==> config.mk <==
export PLATFORM = sky130hd
export DESIGN_NAME = tcp_timestamp_option_extract_unit
export DESIGN_NICKNAME = d
export VERILOG_FILES = /design/src/sv/tsx_pkg.sv /design/src/sv/tsx_walk.sv /design/src/sv/tcp_timestamp_option_extract_unit.sv
export SDC_FILE = /design/constraint.sdc
export NUM_CORES = 1
export LEC_CHECK = 0
export BUFFER_PORTS_ARGS = -buffer_cell sky130_fd_sc_hd__buf_4
export CAP_MARGIN = 0
export CORE_MARGIN = 2
export CORE_UTILIZATION = 60
export DETAILED_ROUTE_END_ITERATION = 8
export PLACE_DENSITY = 0.8
export SETUP_SLACK_MARGIN = 0.02
export SYNTH_ARGS = -nofsm -noshare
export SYNTH_HDL_FRONTEND = slang
export SYNTH_SLANG_ARGS = --single-unit
==> constraint.sdc <==
create_clock -name clock -period 5.8 [get_ports clock]
set_clock_uncertainty 0.2 [all_clocks]
set_input_delay 0.87 -clock clock [delete_from_list [all_inputs] [get_ports clock]]
set_output_delay 0.87 -clock clock [all_outputs]
set_load 0.05 [all_outputs]
==> src/sv/tsx_pkg.sv <==
`default_nettype none
// ----------------------------------------------------------------------------
// tsx_pkg
// types and constants shared by the tcp timestamp option extractor
// ----------------------------------------------------------------------------
package tsx_pkg;

   localparam int unsigned BYTE_W   = 8;
   localparam int unsigned TS_W     = 32;
   localparam int unsigned CNT_W    = 6;
   localparam int unsigned WORDS_W  = 4;
   localparam int unsigned GOT_W    = 3;

   localparam logic [CNT_W-1:0]   DOFF_IDX   = 6'd12;
   localparam logic [CNT_W-1:0]   OPT_START  = 6'd20;
   localparam logic [CNT_W-1:0]   CNT_MAX    = 6'd63;
   localparam logic [WORDS_W-1:0] BASE_WORDS = 4'd5;
   localparam logic [GOT_W-1:0]   TS_BYTES   = 3'd4;

   localparam logic [BYTE_W-1:0] KIND_EOL = 8'd0;
   localparam logic [BYTE_W-1:0] KIND_NOP = 8'd1;
   localparam logic [BYTE_W-1:0] KIND_TS  = 8'd8;
   localparam logic [BYTE_W-1:0] TS_LEN   = 8'd10;
   localparam logic [BYTE_W-1:0] MIN_LEN  = 8'd2;

   typedef enum logic [2:0] {
      PH_KIND = 3'd0,
      PH_LEN  = 3'd1,
      PH_SKIP = 3'd2,
      PH_TS   = 3'd3,
      PH_DONE = 3'd4
   } phase_type;

   typedef enum logic [1:0] {
      ST_FOUND  = 2'd0,
      ST_NO_OPT = 2'd1,
      ST_ABSENT = 2'd2,
      ST_BAD    = 2'd3
   } status_type;

   typedef struct packed {
      logic [TS_W-1:0] ts_value;
      status_type      status;
   } res_type;

endpackage
`default_nettype wire

==> src/sv/tsx_walk.sv <==
`default_nettype none
// ----------------------------------------------------------------------------
// tsx_walk
// parse state of the option walk, advanced by one header byte per step
// ----------------------------------------------------------------------------
module tsx_walk (
   input  wire logic                        clock,
   input  wire logic                        reset,
   input  wire logic                        step_en,
   input  wire logic [tsx_pkg::BYTE_W-1:0]  step_byte,
   input  wire logic                        step_last,
   output tsx_pkg::res_type                 step_res
);
   import tsx_pkg::*;

   logic [CNT_W-1:0]   cnt_ff,   cnt_in;
   logic [WORDS_W-1:0] words_ff, words_in;
   phase_type          phase_ff, phase_in;
   logic [BYTE_W-1:0]  skip_ff,  skip_in;
   logic [TS_W-1:0]    shift_ff, shift_in;
   logic [GOT_W-1:0]   got_ff,   got_in;
   status_type         wstat_ff, wstat_in;
   logic               is_ts_ff, is_ts_in;

   logic [WORDS_W-1:0] words_cur;
   logic [CNT_W-1:0]   hdr_len;
   logic [CNT_W:0]     cnt_next1;
   logic [BYTE_W:0]    opt_end;
   logic [BYTE_W-1:0]  skip_dec;
   logic [GOT_W-1:0]   got_inc;
   status_type         final_st;

   always_comb begin
      cnt_in   = cnt_ff;
      phase_in = phase_ff;
      skip_in  = skip_ff;
      shift_in = shift_ff;
      got_in   = got_ff;
      wstat_in = wstat_ff;
      is_ts_in = is_ts_ff;

      words_cur = (cnt_ff == DOFF_IDX) ? step_byte[7:4] : words_ff;
      words_in  = words_cur;
      hdr_len   = {words_cur, 2'b00};
      cnt_next1 = {1'b0, cnt_ff} + 7'd1;
      opt_end   = {3'b000, cnt_ff} - 9'd1 + {1'b0, step_byte};
      skip_dec  = (skip_ff != '0) ? skip_ff - 8'd1 : skip_ff;
      got_inc   = got_ff + 3'd1;

      if (phase_ff != PH_DONE && cnt_ff != CNT_MAX) begin
         if (cnt_ff == OPT_START - 6'd1 && words_cur <= BASE_WORDS) begin
            phase_in = PH_DONE;
            wstat_in = ST_NO_OPT;
         end else if (cnt_ff >= OPT_START && cnt_ff < hdr_len) begin
            case (phase_ff)
               PH_KIND: begin
                  if (step_byte == KIND_EOL) begin
                     phase_in = PH_DONE;
                     wstat_in = ST_ABSENT;
                  end else if (step_byte == KIND_NOP) begin
                     phase_in = PH_KIND;
                  end else if (cnt_next1 >= {1'b0, hdr_len}) begin
                     phase_in = PH_DONE;
                     wstat_in = ST_BAD;
                  end else begin
                     is_ts_in = (step_byte == KIND_TS);
                     phase_in = PH_LEN;
                  end
               end
               PH_LEN: begin
                  if (step_byte < MIN_LEN) begin
                     phase_in = PH_DONE;
                     wstat_in = ST_BAD;
                  end else if (opt_end > {3'b000, hdr_len}) begin
                     phase_in = PH_DONE;
                     wstat_in = ST_BAD;
                  end else if (is_ts_ff && step_byte == TS_LEN) begin
                     phase_in = PH_TS;
                     shift_in = '0;
                     got_in   = '0;
                  end else if (step_byte == MIN_LEN) begin
                     phase_in = PH_KIND;
                  end else begin
                     skip_in  = step_byte - MIN_LEN;
                     phase_in = PH_SKIP;
                  end
               end
               PH_SKIP: begin
                  skip_in = skip_dec;
                  if (skip_dec == '0) begin
                     phase_in = PH_KIND;
                  end
               end
               PH_TS: begin
                  shift_in = {shift_ff[TS_W-BYTE_W-1:0], step_byte};
                  got_in   = got_inc;
                  if (got_inc >= TS_BYTES) begin
                     phase_in = PH_DONE;
                     wstat_in = ST_FOUND;
                  end
               end
               default: begin
                  phase_in = phase_ff;
               end
            endcase
            if (phase_in != PH_DONE && cnt_next1 == {1'b0, hdr_len}) begin
               phase_in = PH_DONE;
               wstat_in = ST_ABSENT;
            end
         end
      end

      if (cnt_ff != CNT_MAX) begin
         cnt_in = cnt_next1[CNT_W-1:0];
      end

      final_st = (phase_in == PH_DONE) ? wstat_in : ST_BAD;
      step_res.status   = final_st;
      step_res.ts_value = (final_st == ST_FOUND) ? shift_in : '0;
   end

   always_ff @(posedge clock) begin
      if (reset || (step_en && step_last)) begin
         cnt_ff   <= '0;
         words_ff <= '0;
         phase_ff <= PH_KIND;
         skip_ff  <= '0;
         shift_ff <= '0;
         got_ff   <= '0;
         wstat_ff <= ST_ABSENT;
         is_ts_ff <= 1'b0;
      end else if (step_en) begin
         cnt_ff   <= cnt_in;
         words_ff <= words_in;
         phase_ff <= phase_in;
         skip_ff  <= skip_in;
         shift_ff <= shift_in;
         got_ff   <= got_in;
         wstat_ff <= wstat_in;
         is_ts_ff <= is_ts_in;
      end
   end

endmodule
`default_nettype wire

==> src/sv/tcp_timestamp_option_extract_unit.sv <==
`default_nettype none
// ----------------------------------------------------------------------------
// tcp_timestamp_option_extract_unit
// walks tcp header options one byte a beat and reports the timestamp value
// ----------------------------------------------------------------------------
//  channel | dir | tdata               | tuser      | tlast
//  req_    | in  | [7:0] hdr_byte      | -          | last
//  rsp_    | out | [31:0] ts_value     | [1:0] status | -
//
//  one header byte per cycle unless a held result stalls a last beat; input register, walk logic, result register
//  the result register loads when the last byte advances out of the input register
//  a held result stalls only a last beat; other bytes keep flowing
//  synchronous reset clears the walk state and both valid flags
// ----------------------------------------------------------------------------
module tcp_timestamp_option_extract_unit (
   input  wire logic                        clock,
   input  wire logic                        reset,
   input  wire logic                        req_tvalid,
   output      logic                        req_tready,
   input  wire logic [7:0]                  req_tdata,  // hdr_byte
   input  wire logic                        req_tlast,
   output      logic                        rsp_tvalid,
   input  wire logic                        rsp_tready,
   output      logic [31:0]                 rsp_tdata,  // ts_value
   output      logic [1:0]                  rsp_tuser   // status
);
   import tsx_pkg::*;

   logic              in_vld_ff;
   logic [BYTE_W-1:0] in_byte_ff;
   logic              in_last_ff;
   logic              out_vld_ff, out_vld_in;
   res_type           out_res_ff;
   res_type           step_res;
   logic              advance;

   assign advance    = in_vld_ff && (!in_last_ff || !out_vld_ff || rsp_tready);
   assign req_tready = !in_vld_ff || advance;

   tsx_walk u_walk (
      .clock     (clock),
      .reset     (reset),
      .step_en   (advance),
      .step_byte (in_byte_ff),
      .step_last (in_last_ff),
      .step_res  (step_res)
   );

   always_comb begin
      out_vld_in = out_vld_ff;
      if (rsp_tready) begin
         out_vld_in = 1'b0;
      end
      if (advance && in_last_ff) begin
         out_vld_in = 1'b1;
      end
   end

   always_ff @(posedge clock) begin
      if (reset) begin
         in_vld_ff  <= 1'b0;
         out_vld_ff <= 1'b0;
      end else begin
         if (req_tready) begin
            in_vld_ff <= req_tvalid;
         end
         out_vld_ff <= out_vld_in;
      end
   end

   always_ff @(posedge clock) begin
      if (req_tready && req_tvalid) begin
         in_byte_ff <= req_tdata;
         in_last_ff <= req_tlast;
      end
      if (advance && in_last_ff) begin
         out_res_ff <= step_res;
      end
   end

   assign rsp_tvalid = out_vld_ff;
   assign rsp_tdata  = out_res_ff.ts_value;
   assign rsp_tuser  = out_res_ff.status;

endmodule
`default_nettype wire

# Word level (Yosys, flattened, before mapping)
# Cells that the tools add are included.
# totals
ff_bits	104
inputBits	13
out_inout_bits	36
word_cells	126
# classes
add_sub_neg	6
magnitude_cmp	7
eq_ne	19
mux	49
bitwise	4
n_reduce_logical	27
# op_table
operator	count
$mux 32	6
$pmux 32 s2	1
$mux 3	18
$mux 8	5
$mux 2	12
$eq 8x4->1 const B	2
$logic_not 8->1	2
$pmux 8 s2	1
$reduce_and 8->1	2
$pmux 3 s4	1
$add 9x8->9	1
$gt 9x6->1	1
$reduce_and 9->1	1
$eq 8x1->1 const B	1
$eq 8x2->1 const B	1
$logic_and 1x1->1	8
$lt 8x2->1 const B	1
$ne 2x2->1 const B	4
$reduce_bool 8->1	1
$sub 8x1->8 const B	1
$sub 8x2->8 const B	1
$add 6x1->7 const B	1
$eq 7x6->1	1
$ge 7x6->1	1
other kinds (25)	38

# Logic depth before layout (Yosys ltp)
# Gate-level depths: netlist (run 1).
# logic_depth
ltp_word	19
mapped_depth	20
ltp_nobuf	18

# By module
# Synthesis (run 1) repeated with hierarchy kept, for this count alone.
# unflattened
hier_cells	595
hier_area_um2	5809.3
# modules_own_cells
module	n_inst	cells_per_inst	area_each_um2	seq_area_each_um2
tsx_walk	1	540	4414.2	1181.1
tcp_timestamp_option_extract_unit	1	55	1395.1	1331.3

# Worst setup path after synthesis (run 1)
# No wires, ideal clock.
# synth_timing
path_type	reg-to-reg
start	register u_walk.cnt_ff[0]
end	register out_res_ff (netlist bit rsp_tdata[1]), data pin
setup_time_ns	0.259
arrival_ns	4.067
required_ns	5.341
slack_ns	1.274
path_stages_with_launch	20
path_buffers	2
period_less_slack_ns	4.526
path_cell_list	dfxtp_1 -> inv_1 -> ha_1 -> xor2_1 -> ha_1 -> o211ai_1 -> o21ai_0 -> xor2_1 -> ha_1 -> nand3_1 -> or4b_1 -> o21ai_1 -> nand4_4 -> o41ai_1 -> a221oi_1 -> a21oi_2 -> nand4bb_1 -> buf_6 -> buf_12 -> nor2_4
# synth_between
word_cells_on_any_way	50
cone_classes	add/sub (3); order compare (5); eq/ne (6); mux (31); reduce/logical (5)
# synth_lines
element	line	text
start, declared	tsx_walk.sv:16	logic [CNT_W-1:0] cnt_ff, cnt_in;
start signal, assigned	tsx_walk.sv:133	cnt_ff <= cnt_in;
$add 6x1->7 *	tsx_walk.sv:45	cnt_next1 = {1'b0, cnt_ff} + 7'd1;
named net u_walk.cnt_next1[0]	tsx_walk.sv:27	logic [CNT_W:0] cnt_next1;
$ge 7x6->1	tsx_walk.sv:62	end else if (cnt_next1 >= {1'b0, hdr_len}) begin
$mux 3	tsx_walk.sv:62	
$mux 3	tsx_walk.sv:60	end else if (step_byte == KIND_NOP) begin
$mux 3	tsx_walk.sv:57	if (step_byte == KIND_EOL) begin
$pmux 3 s4	tsx_walk.sv:55	case (phase_ff)
$mux 3	tsx_walk.sv:54	end else if (cnt_ff >= OPT_START && cnt_ff < hdr_len) begin
(+3 left out)	--	
$logic_and 1x1->1	tsx_walk.sv:106	if (phase_in != PH_DONE && cnt_next1 == {1'b0, hdr_len}) begin
$mux 3	tsx_walk.sv:106	
$mux 3	tsx_walk.sv:54	
$mux 3	tsx_walk.sv:51	if (cnt_ff == OPT_START - 6'd1 && words_cur <= BASE_WORDS) begin
$mux 3	tsx_walk.sv:50	if (phase_ff != PH_DONE && cnt_ff != CNT_MAX) begin
$eq 3x3->1	tsx_walk.sv:117	final_st = (phase_in == PH_DONE) ? wstat_in : ST_BAD;
$mux 2 *	tsx_walk.sv:117	
$logic_not 2->1 *	tsx_walk.sv:119	step_res.ts_value = (final_st == ST_FOUND) ? shift_in : '0;
end signal, assigned	tcp_timestamp_option_extract_unit.sv:77	out_res_ff <= step_res;
end, declared	tcp_timestamp_option_extract_unit.sv:33	res_type out_res_ff;
# Mark *: on every way through the listed nets, which the timed path passes. The rest lies on a longest branch. The select of a mux whose other input is x is not followed.
# A chain may end at the register's enable or synchronous reset.

# Worst setup path after layout (run 1)
# layout_timing
start	register u_walk.cnt_ff[0]
end	register u_walk.shift_ff[5]
# layout_between
elab_chain_cells	9
word_cells_on_any_way	19
cone_classes	add/sub (2); order compare (4); eq/ne (3); mux (7); reduce/logical (3)
# layout_rtl
element	line	text
$sub 6x1->7 or $eq 6x4->1 (tied branches)	tsx_walk.sv:46, tsx_walk.sv:42	
$add 9x8->9 or $mux 4 (tied branches)	tsx_walk.sv:46, tsx_walk.sv:42	
$gt 9x6->1	tsx_walk.sv:74	end else if (opt_end > {3'b000, hdr_len}) begin
$mux 32	tsx_walk.sv:74	
$mux 32	tsx_walk.sv:71	if (step_byte < MIN_LEN) begin
$pmux 32 s2	tsx_walk.sv:55	
$mux 32	tsx_walk.sv:54	
$mux 32	tsx_walk.sv:51	
$mux 32 *	tsx_walk.sv:50	
end signal, assigned	tsx_walk.sv:137	shift_ff <= shift_in;
end, declared	tsx_walk.sv:20	logic [TS_W-1:0] shift_ff, shift_in;
# Mark *: on every way between the ends. The rest lies on a longest branch, timed or not.

==> results.py, run 1 <==
metrics = {
    "setup_path": {
        "end_kind": "flip-flop",
        "reg2reg_slack_ns": 0.77,
        "critPathLaunchType": "flip-flop",
        "cp.required_ns": 5.88,
        "cp_slowest_stage_delay_ns": 0.49,
        "worst-setup-path-type": "reg -> reg",
        "cp_cell_sequence": "inv_1 -> ha_1 -> inv_1 -> ha_1 -> a211oi_1 -> o21ai_0 -> xor2_1 -> ha_1 -> nand3_1 -> or4b_1 -> o21ai_1 -> nand4_4 -> nor4_1 -> o21ai_2 -> buf_4 -> nor2_1 -> nor2_2 -> buf_4 -> a22o_2",
        "crit_slowest_cell": "dfxtp_1",
        "arrival_ns": 5.11,
        "crit_top_cell": "ha_1",
        "path_max_fanout": 35,
    },
    "sta": {
        "setup_ws_ns": 0.769,
        "hold_viol_final": 0,
        "fin_crit_sh": 0.867,
        "rsz0062_at_grt": "no",
        "finalSetupTns_ns": 0,
        "worstMarginPinSlew_ns": 1.15,
        "min_period_ns": 5.03,
        "finalSetupViolations": 0,
        "slew_headroom": 0.234,
        "hold_ws_ns": 0.284,
        "slew_viol_final": 0,
        "max_freq_mhz": 199,
    },
    "yosys": {
        "synth_top_area_frac": 0.222,
        "ys_top_cells_by_area": "edfxtp_1 22%, dfxtp_1 21%, ha_1 6.0%, nor2_4 5.8%, a22o_1 4.7%",
        "ys_async_sr_fraction": 0,
        "synth-compound-area-share": 0.216,
        "synth_fp_nets": 617,
        "synth_area_per_cell_um2": 10.1,
        "synth_seq_cells": 104,
        "synth-simple-area-share": 0.198,
        "synth_top_family_by_area": "compound AO/OA/AOI/OAI gates",
        "synth_seq_area_share": 0.433,
        "synthCells": 575,
        "synth-edff-count": 43,
        "synth-main-ff-cell": "dfxtp_1",
        "synth_top_area_cell": "edfxtp_1",
        "ys_types": 74,
        "yosysWarningCount": 0,
        "muxShareOfSynthArea": 0.0123,
        "syn_area_mm2": 0.00581,
        "synth_fa_ha_area_frac": 0.0638,
        "synth-xor-area-share": 0.0345,
    },
    "floorplanning": {
        "initial_core_util": 0.623,
        "die_h_um": 102,
        "dieWidth_um": 102,
        "placementRows": 35,
        "core_mm2": 0.00933,
        "dieArea_mm2": 0.0105,
        "io_pins": 49,
    },
    "routing": {
        "drc": 0,
        "met3_length_um": 800,
        "avgViaCountPerCell": 6.38,
        "wirelength_met1_um": 6000,
        "wl_per_cell_um": 18.0,
        "first_iter_violations": 372,
        "vias": 4741,
        "drt_wl_total_um": 13400,
        "routed.top_layer": "met4",
        "wl_met2_um": 6190,
        "drtAntennaViolNets": 0,
        "drtPass1Iterations": 5,
    },
    "global_route": {
        "grt_pass1_wl_um": 21900,
        "grt_max_degree": 37,
        "grt_antenna_before_repair": 0,
        "grt.total_usage": 0.269,
        "first_global_vias": 4537,
        "gr-total-overflow": 0,
    },
    "clock_network": {
        "clockRootBuffer": "clkbuf_8",
        "cts-htree-levels": 3,
        "numCtsBuffers": 9,
        "clkTransAtPathRegs_ns": 0.11,
        "cts_tree": "done",
        "cts_buffer_depth": 2,
        "worstSkewPairLatency_ns": 0.38,
        "post_cts.repair.setup_buffers": 0,
        "hold_buffers": 0,
        "clkSinkCount": 104,
        "ctsResizeCount": 0,
    },
    "layout": {
        "area_growth_pct": 11.1,
        "fill_cells": 745,
        "final_layout_size_suffix_gt1_frac": 0.208,
        "insertedDiodeCount": 0,
        "nets": 651,
        "finalNonFillerCells": 743,
    },
    "pwr": {
        "p_per_area_mw_per_mm2": 232,
        "ir_drop_mv": 0.221,
        "p_total_uw": 1500,
        "power.leakage_uw": 0.00229,
    },
    "placed_design": {
        "dp.final_hpwl_um": 9580,
        "dp_cells": 727,
        "port_buffers": 48,
        "routabilityCongestion": 0.985,
        "preCtsSetupSlack_ns": 0.834,
    },
    "status": {
        "status": "finished, final reports clean",
    },
    "run": {
        "drv_cap": 0,
    },
    "worst_hold_path": {
        "hp-class": "reg -> reg",
    },
}
Yosys cell counts (2+ instances only):
library cell  number
nor4_1             4
nor2_1            50
inv_1             13
o21a_1             2
nor4b_2            2
a21oi_2            2
or3_1              4
dfxtp_1           61
and2_1             3
nand2_1           34
a21oi_1           36
nor3_1            18
o21ai_0           21
clkbuf_1          23
nor2_4            30
o221a_2            2
a22o_1            31
nand3_1            7
a211oi_1           9
nor2b_1            4
ha_1              28
a22oi_1           33
nand4_1            8
xor2_1             7
buf_12             3
o31ai_1            2
a31oi_1            7
a211o_1            3
nor3b_1            2
edfxtp_1          43
o21ai_1            4
a221oi_1           2
nand2b_1           7
buf_6              2
mux2i_1            6
buf_2              6
and3_1             2
xnor2_1           14
o211ai_1           2
o22ai_1            4
placed cells by master (no fill, tap or decap), drive strengths merged, types with 10 or more instances in the layout:
| master | n |
|---|---|
| nor2 | 81 |
| edfxtp | 43 |
| a211oi | 10 |
| dfxtp | 61 |
| a22oi | 34 |
| xnor2 | 15 |
| a22o | 32 |
| o21ai | 25 |
| inv | 17 |
| ha | 28 |
| buf | 57 |
| nand2 | 34 |
| nor3 | 19 |
| a21oi | 38 |
stage by stage:
step / util / area [µm²]
finish: 0.692 / 6450
global placement: 0.669 / 6240
floorplan: - / 5810
global route: 0.692 / 6450
CTS: 0.692 / 6450
detailed placement: 0.669 / 6240
final timing paths:
| kind | depth (start not counted) | from | end |
|---|---|---|---|
| setup reg to reg | 19 | u_walk.cnt_ff[0] | u_walk.shift_ff[5] |
| hold / removal | 2 | u_walk.got_ff[1] | u_walk.got_ff[1] |
| hold reg to reg | 2 | u_walk.got_ff[1] | u_walk.got_ff[1] |
| setup / recovery | 19 | u_walk.cnt_ff[0] | u_walk.shift_ff[5] |
registers in the layout, summed over array words and instances, names as in the netlist:
register / flops
rsp_tdata: 32
u_walk.shift_ff: 32
in_byte_ff: 8
u_walk.skip_ff: 8
u_walk.cnt_ff: 6
u_walk.words_ff: 4
u_walk.got_ff: 3
u_walk.phase_ff: 3
rsp_tuser: 2
u_walk.wstat_ff: 2
in_last_ff: 1
in_vld_ff: 1
rsp_tvalid: 1
u_walk.is_ts_ff: 1
worst max-delay path: cells and delay by family, from the launching register on:
kind | cells | cell delay, ns
xor+xnor | 1 | 0.16
flops | 1 | 0.49
simple gates | 6 | 1.44
fa+ha+maj | 3 | 0.93
compound gates | 5 | 0.97
buf+inv | 4 | 0.71
cell type report:
class | instances | area [µm²] | share of cell area
multi-input cells | 423 | 3080 | 0.476
inverters | 14 | 52.6 | 0.00814
clock inverters | 7 | 88.8 | 0.0138
well taps | 129 | 161 | 0.0250
flip-flops and latches | 104 | 2510 | 0.389
repair buffers | 57 | 440 | 0.0682
clock buffers | 9 | 124 | 0.0192
cells by family after synthesis:
kind of cell    Yosys count
mux                       7
simple gates            188
fa+ha+maj                29
xor+xnor                 22
buf+inv                  48
flops                   104
compound gates          177
layer usage:
layer	vias to the layer above	track usage
met5	-	0
met4	0	0.110
met3	41	0.0684
met2	189	0.416
met1	2296	0.362
li1	2215	-
where the power goes:
| group | switching, µW | internal, µW | leakage, µW |
|---|---|---|---|
| clock | 267 | 209 | 0.000109 |
| sequential | 16.4 | 770 | 0.000927 |
| combinational | 146 | 86.2 | 0.00126 |
| total | 430 | 1070 | 0.00229 |
No activity file was read; power rests on OpenSTA's default activity.
==> run 2, diff against run 1 <==
--- a/config.mk
+++ b/config.mk
@@ -7,11 +7,14 @@
 export LEC_CHECK = 0
 export BUFFER_PORTS_ARGS = -buffer_cell sky130_fd_sc_hd__buf_4
 export CAP_MARGIN = 0
+export CELL_PAD_IN_SITES_DETAIL_PLACEMENT = 1
+export CELL_PAD_IN_SITES_GLOBAL_PLACEMENT = 1
+export CORE_ASPECT_RATIO = 1.5
 export CORE_MARGIN = 2
-export CORE_UTILIZATION = 60
+export CORE_UTILIZATION = 47
 export DETAILED_ROUTE_END_ITERATION = 8
-export PLACE_DENSITY = 0.8
-export SETUP_SLACK_MARGIN = 0.02
+export PLACE_DENSITY_LB_ADDON = 0.1
+export SETUP_SLACK_MARGIN = 0.5
 export SYNTH_ARGS = -nofsm -noshare
 export SYNTH_HDL_FRONTEND = slang
 export SYNTH_SLANG_ARGS = --single-unit
==> run 2 against run 1 <==
Net effect: fmax is 1.2% higher; routed wire length is 20% higher; cell count is 3.1% higher; clock power is 37% higher; non-clock buffer count is 1 lower; critical endpoint is now rsp_tdata[26]; largest power group unchanged; first-iteration DRC count is 61% lower; combinational power is 4% higher; global-route usage is 1.9 points lower; total power is 13% higher; critical path depth stayed put; setup slack better by 0.062 ns; clock-buffer cell count stayed put.
==> results.py, run 2 (same netlist as run 1, synthesis figures left out) <==
metrics = {
    "global_route": {
        "first_global_vias": 4885,
        "gr-total-overflow": 0,
        "grt.total_usage": 0.250,
        "grt_antenna_before_repair": 0,
        "grt_max_degree": 38,
        "grt_pass1_wl_um": 25600,
    },
    "layout": {
        "final_layout_size_suffix_gt1_frac": 0.214,
        "area_growth_pct": 13.7,
        "layout_common_cells": "59 x dfxtp_1, 54 x buf_4, 47 x nor2_1",
        "insertedDiodeCount": 0,
        "final_area_mm2": 0.00661,
        "utilization": 0.550,
        "fill_cells": 1367,
        "finalNonFillerCells": 766,
        "layout.area.seq_mm2": 0.00251,
        "multi_input_area_mm2": 0.00308,
        "nets": 650,
        "final_common_cell": "dfxtp_1",
    },
    "sta": {
        "slew_headroom": 0.215,
        "max_freq_mhz": 201,
        "rsz0062_at_grt": "no",
        "min_period_ns": 4.97,
        "finalSetupViolations": 0,
        "finalSetupTns_ns": 0,
        "fin_crit_sh": 0.857,
        "worstMarginPinSlew_ns": 1.18,
        "hold_viol_final": 0,
        "slew_viol_final": 0,
    },
    "clock_network": {
        "worstSkewPairLatency_ns": 0.35,
        "post_cts.repair.setup_buffers": 0,
        "numCtsBuffers": 9,
        "clockRootBuffer": "clkbuf_16",
        "clkTransAtPathRegs_ns": 0.08,
        "cts-htree-levels": 3,
        "cts_buffer_depth": 2,
        "clkSinkCount": 104,
        "cts_tree": "done",
        "hold_buffers": 0,
        "ctsResizeCount": 0,
    },
    "pwr": {
        "p_total_uw": 1680,
        "power.leakage_uw": 0.00234,
        "ir_drop_mv": 0.123,
        "p_per_area_mw_per_mm2": 255,
    },
    "placed_design": {
        "place_area_mm2": 0.00628,
        "dp_cells": 750,
        "dp.final_hpwl_um": 11800,
        "routabilityCongestion": 0.921,
        "port_buffers": 48,
    },
    "routing": {
        "drc": 0,
        "vias": 4719,
        "first_iter_violations": 146,
        "drtAntennaViolNets": 0,
        "wl_per_cell_um": 21.0,
        "drtPass1Iterations": 4,
        "avgViaCountPerCell": 6.16,
        "drt_wl_total_um": 16100,
    },
    "setup_path": {
        "end_kind": "flip-flop",
        "rr_startpoint": "u_walk.cnt_ff[0]",
        "reg2reg_slack_ns": 0.83,
        "rr_endpoint": "rsp_tdata[26]",
        "rr_worst_depth": 19,
        "crit_end": "rsp_tdata[26]",
        "path_max_fanout": 19,
        "critPathLaunchType": "flip-flop",
        "setup.worst_path.start": "u_walk.cnt_ff[0]",
        "arrival_ns": 4.87,
        "cp.required_ns": 5.70,
        "worst-setup-path-type": "reg -> reg",
    },
    "floorplanning": {
        "die_h_um": 140,
        "io_pins": 49,
        "core_mm2": 0.0120,
        "dieArea_mm2": 0.0133,
        "initial_core_util": 0.483,
        "placementRows": 49,
        "dieWidth_um": 94.8,
    },
    "run": {
        "drv_cap": 0,
    },
    "worst_hold_path": {
        "hp-class": "reg -> reg",
    },
    "status": {
        "status": "finished, final reports clean",
    },
}
## run 2: changes by cell type in the layout (fill, tap and decap cells not counted), sizes merged
cell  before  now
buf       57   56
## run 2: power by group
part           leakage (µW)  internal [µW]  switching, µW
Sequential         0.000927            771           18.1
Clock              0.000157            348            304
Combinational       0.00126           86.4            155
Total               0.00234           1210            477
## run 2: worst max-delay path, stage by stage, from the launching register on
cell and delay (ns):
dfxtp_2 0.41, inv_1 0.09, ha_1 0.24, xor2_1 0.16, ha_1 0.35, o211ai_1 0.23, o21ai_0 0.16, xor2_1 0.18
ha_1 0.31, nand3_1 0.08, or4b_1 0.46, o21ai_1 0.14, nand4_4 0.17, o41ai_1 0.40, buf_4 0.20, a221oi_1 0.11
a21oi_2 0.20, nand4bb_4 0.26, buf_12 0.27, nor2_1 0.08
## run 2: how the worst min path moves through the flow
stage,depth (start not counted),start,to
CTS,1,u_walk.shift_ff[26],u_walk.shift_ff[26]
global placement,1,u_walk.shift_ff[26],u_walk.shift_ff[26]
global route,1,u_walk.shift_ff[30],u_walk.shift_ff[30]
detailed placement,1,u_walk.shift_ff[30],u_walk.shift_ff[30]
floorplan,1,u_walk.shift_ff[24],u_walk.shift_ff[24]
finish,1,u_walk.shift_ff[31],u_walk.shift_ff[31]
## run 2: layout make-up
class / instances / share of cell area
clock buffers: 9 / 0.0341
clock inverters: 7 / 0.0148
inverters: 14 / 0.00795
multi-input cells: 423 / 0.466
flip-flops and latches: 104 / 0.381
well taps: 153 / 0.0290
repair buffers: 56 / 0.0674
## run 2: per-stage QoR
stage                     hold slack [ns]  setup WS (ns)
after floorplan                     0.250           1.27
after global placement              0.264          0.946
after detailed placement            0.273          0.735
after CTS                           0.297          0.716
after global routing                0.314          0.537
final                               0.292          0.830
## run 2: per-layer routing
metal  routed length (µm)  global-route usage
met2                 8690               0.455
met3                  462              0.0366
met4                  835               0.136
met1                 6110               0.270
met5                    0                   0
==> run 3, diff against run 2 <==
==> constraint.sdc (replaced) <==
create_clock -name clock -period 5.8 [get_ports clock]
set_clock_uncertainty 0.2 [all_clocks]
set_input_delay 0 -clock clock [delete_from_list [all_inputs] [get_ports clock]]
set_output_delay 0 -clock clock [all_outputs]
set_load 0.05 [all_outputs]
==> run 3 against run 2 <==
Net effect: sequential share of layout area is 0.75 points lower; register-to-register slack about the same; cell count up 1.8%; sequential power hardly changed; via count is 0.66% higher.
==> results.py, run 3 (same netlist as run 1, synthesis figures left out) <==
metrics = {
    "routing": {
        "drtPass1Iterations": 4,
        "drtAntennaViolNets": 0,
        "avgViaCountPerCell": 6.09,
        "wl_per_cell_um": 21.0,
        "vias": 4750,
        "first_iter_violations": 180,
        "drc": 0,
        "drt_wl_total_um": 16400,
    },
    "sta": {
        "hold_viol_final": 0,
        "finalSetupViolations": 0,
        "finalSetupTns_ns": 0,
        "fin_crit_sh": 0.859,
        "rsz0062_at_grt": "no",
        "min_period_ns": 4.98,
        "slew_headroom": 0.223,
        "worstMarginPinSlew_ns": 1.17,
        "max_freq_mhz": 201,
        "slew_viol_final": 0,
    },
    "pwr": {
        "p_per_area_mw_per_mm2": 251,
        "ir_drop_mv": 0.128,
        "power.leakage_uw": 0.00240,
    },
    "layout": {
        "fill_cells": 1359,
        "final_layout_size_suffix_gt1_frac": 0.209,
        "nets": 663,
        "final_common_cell": "dfxtp_1",
        "finalNonFillerCells": 780,
        "utilization": 0.561,
        "area_growth_pct": 16.0,
        "layout_common_cells": "59 x dfxtp_1, 54 x buf_4, 47 x nor2_1",
    },
    "run": {
        "drv_cap": 0,
    },
    "setup_path": {
        "arrival_ns": 4.87,
        "crit_slowest_cell": "or4b_1",
        "path_max_fanout": 19,
        "cp_slowest_stage_delay_ns": 0.46,
        "cpLargestDelayFamily": "compound AO/OA/AOI/OAI gates",
        "cp_cell_sequence": "inv_1 -> ha_1 -> xor2_1 -> ha_1 -> o211ai_1 -> o21ai_0 -> xor2_1 -> ha_1 -> nand3_1 -> or4b_1 -> o21ai_1 -> nand4_4 -> o41ai_1 -> buf_4 -> a221oi_1 -> a21oi_2 -> nand4bb_4 -> buf_12 -> nor2_1",
        "crit_top_cell": "ha_1",
        "end_kind": "flip-flop",
        "rr_startpoint": "u_walk.cnt_ff[0]",
        "worst-setup-path-type": "reg -> reg",
        "setup.worst_path.start": "u_walk.cnt_ff[0]",
        "critPathLaunchType": "flip-flop",
        "cp_num_buf_inv": 3,
        "cp.required_ns": 5.69,
    },
    "floorplanning": {
        "dieWidth_um": 94.8,
        "initial_core_util": 0.483,
        "placementRows": 49,
        "core_mm2": 0.0120,
        "die_h_um": 140,
        "io_pins": 49,
        "dieArea_mm2": 0.0133,
    },
    "global_route": {
        "gr-total-overflow": 0,
        "grt_antenna_before_repair": 1,
        "grt.total_usage": 0.256,
        "first_global_vias": 4926,
        "grt_max_degree": 38,
        "grt_pass1_wl_um": 26100,
    },
    "clock_network": {
        "clockRootBuffer": "clkbuf_16",
        "cts-htree-levels": 3,
        "clkTransAtPathRegs_ns": 0.08,
        "cts_buffer_depth": 2,
        "worstSkewPairLatency_ns": 0.35,
        "cts_tree": "done",
        "numCtsBuffers": 9,
        "clkSinkCount": 104,
    },
    "placed_design": {
        "dp.final_hpwl_um": 11800,
        "dp_cells": 750,
        "routabilityCongestion": 0.921,
        "port_buffers": 48,
    },
    "worst_hold_path": {
        "hp-class": "in -> reg",
        "hp-start": "req_tdata[5]",
    },
    "status": {
        "status": "finished, final reports clean",
    },
}
run 3: changes by cell type in the layout (fill, tap and decap cells not counted):
cell | before | now
dlygate4sd3_1 | 0 | 13
diode_2 | 0 | 1
run 3: per-layer routing:
layer  track usage  vias up  part of all wire
met5             0        -                 0
met1         0.283     2365              0.39
li1              -     2248                 -
met3        0.0344       39             0.024
met2         0.465       98              0.55
met4         0.130        0             0.042
run 3: metrics by stage:
stage	instance area [µm²]	hold slack (ns)	worst slack, ns	total power, µW
after CTS	6730	0.165	0.716	1700
after global routing	6740	0.165	0.535	1760
final	6740	0.170	0.819	1690
after global placement	6280	-0.0207	0.946	1030
after detailed placement	6280	-0.0184	0.735	1040
after floorplan	5810	-0.131	1.27	972
run 3: final timing paths:
path	depth (start not counted)	end	slack [ns]
worst max-delay path	19	rsp_tdata[26]	0.82
worst min-delay path	2	in_byte_ff[5]	0.17
worst max register to register	19	rsp_tdata[26]	0.82
worst min register to register	1	u_walk.shift_ff[31]	0.29
run 3: layout make-up:
class / instances / area, µm² / share of cell area
diodes: 1 / 2.50 / 0.000371
repair buffers: 69 / 576 / 0.0854
inverters: 14 / 52.6 / 0.00780
flip-flops and latches: 104 / 2510 / 0.373
clock buffers: 9 / 225 / 0.0334
clock inverters: 7 / 97.6 / 0.0145
well taps: 153 / 191 / 0.0284
multi-input cells: 423 / 3080 / 0.457
run 3: repair_timing:
action	4_1_cts	5_1_grt
buffers inserted	0	0
endpoints found under the setup margin	0	20
hold endpoints to repair	17	0
hold buffers	13	0
resized for setup	0	3
run 3: power breakdown:
part	total, µW	leakage [µW]	switching, µW	internal [µW]
clock	652	0.000157	304	348
sequential	789	0.000927	18.2	771
combinational	249	0.00132	157	92.0
total	1690	0.00240	480	1210
run 3: worst reg2reg max path: cells and delay by family, from the launching register on:
kind | cells | cell delay (ns)
AO/OA/AOI/OAI | 6 | 1.24
AND/OR/NAND/NOR | 5 | 1.07
adder cells (fa/ha/maj) | 3 | 0.89
buffers and inverters | 3 | 0.56
flip-flops | 1 | 0.41
XOR/XNOR | 2 | 0.34
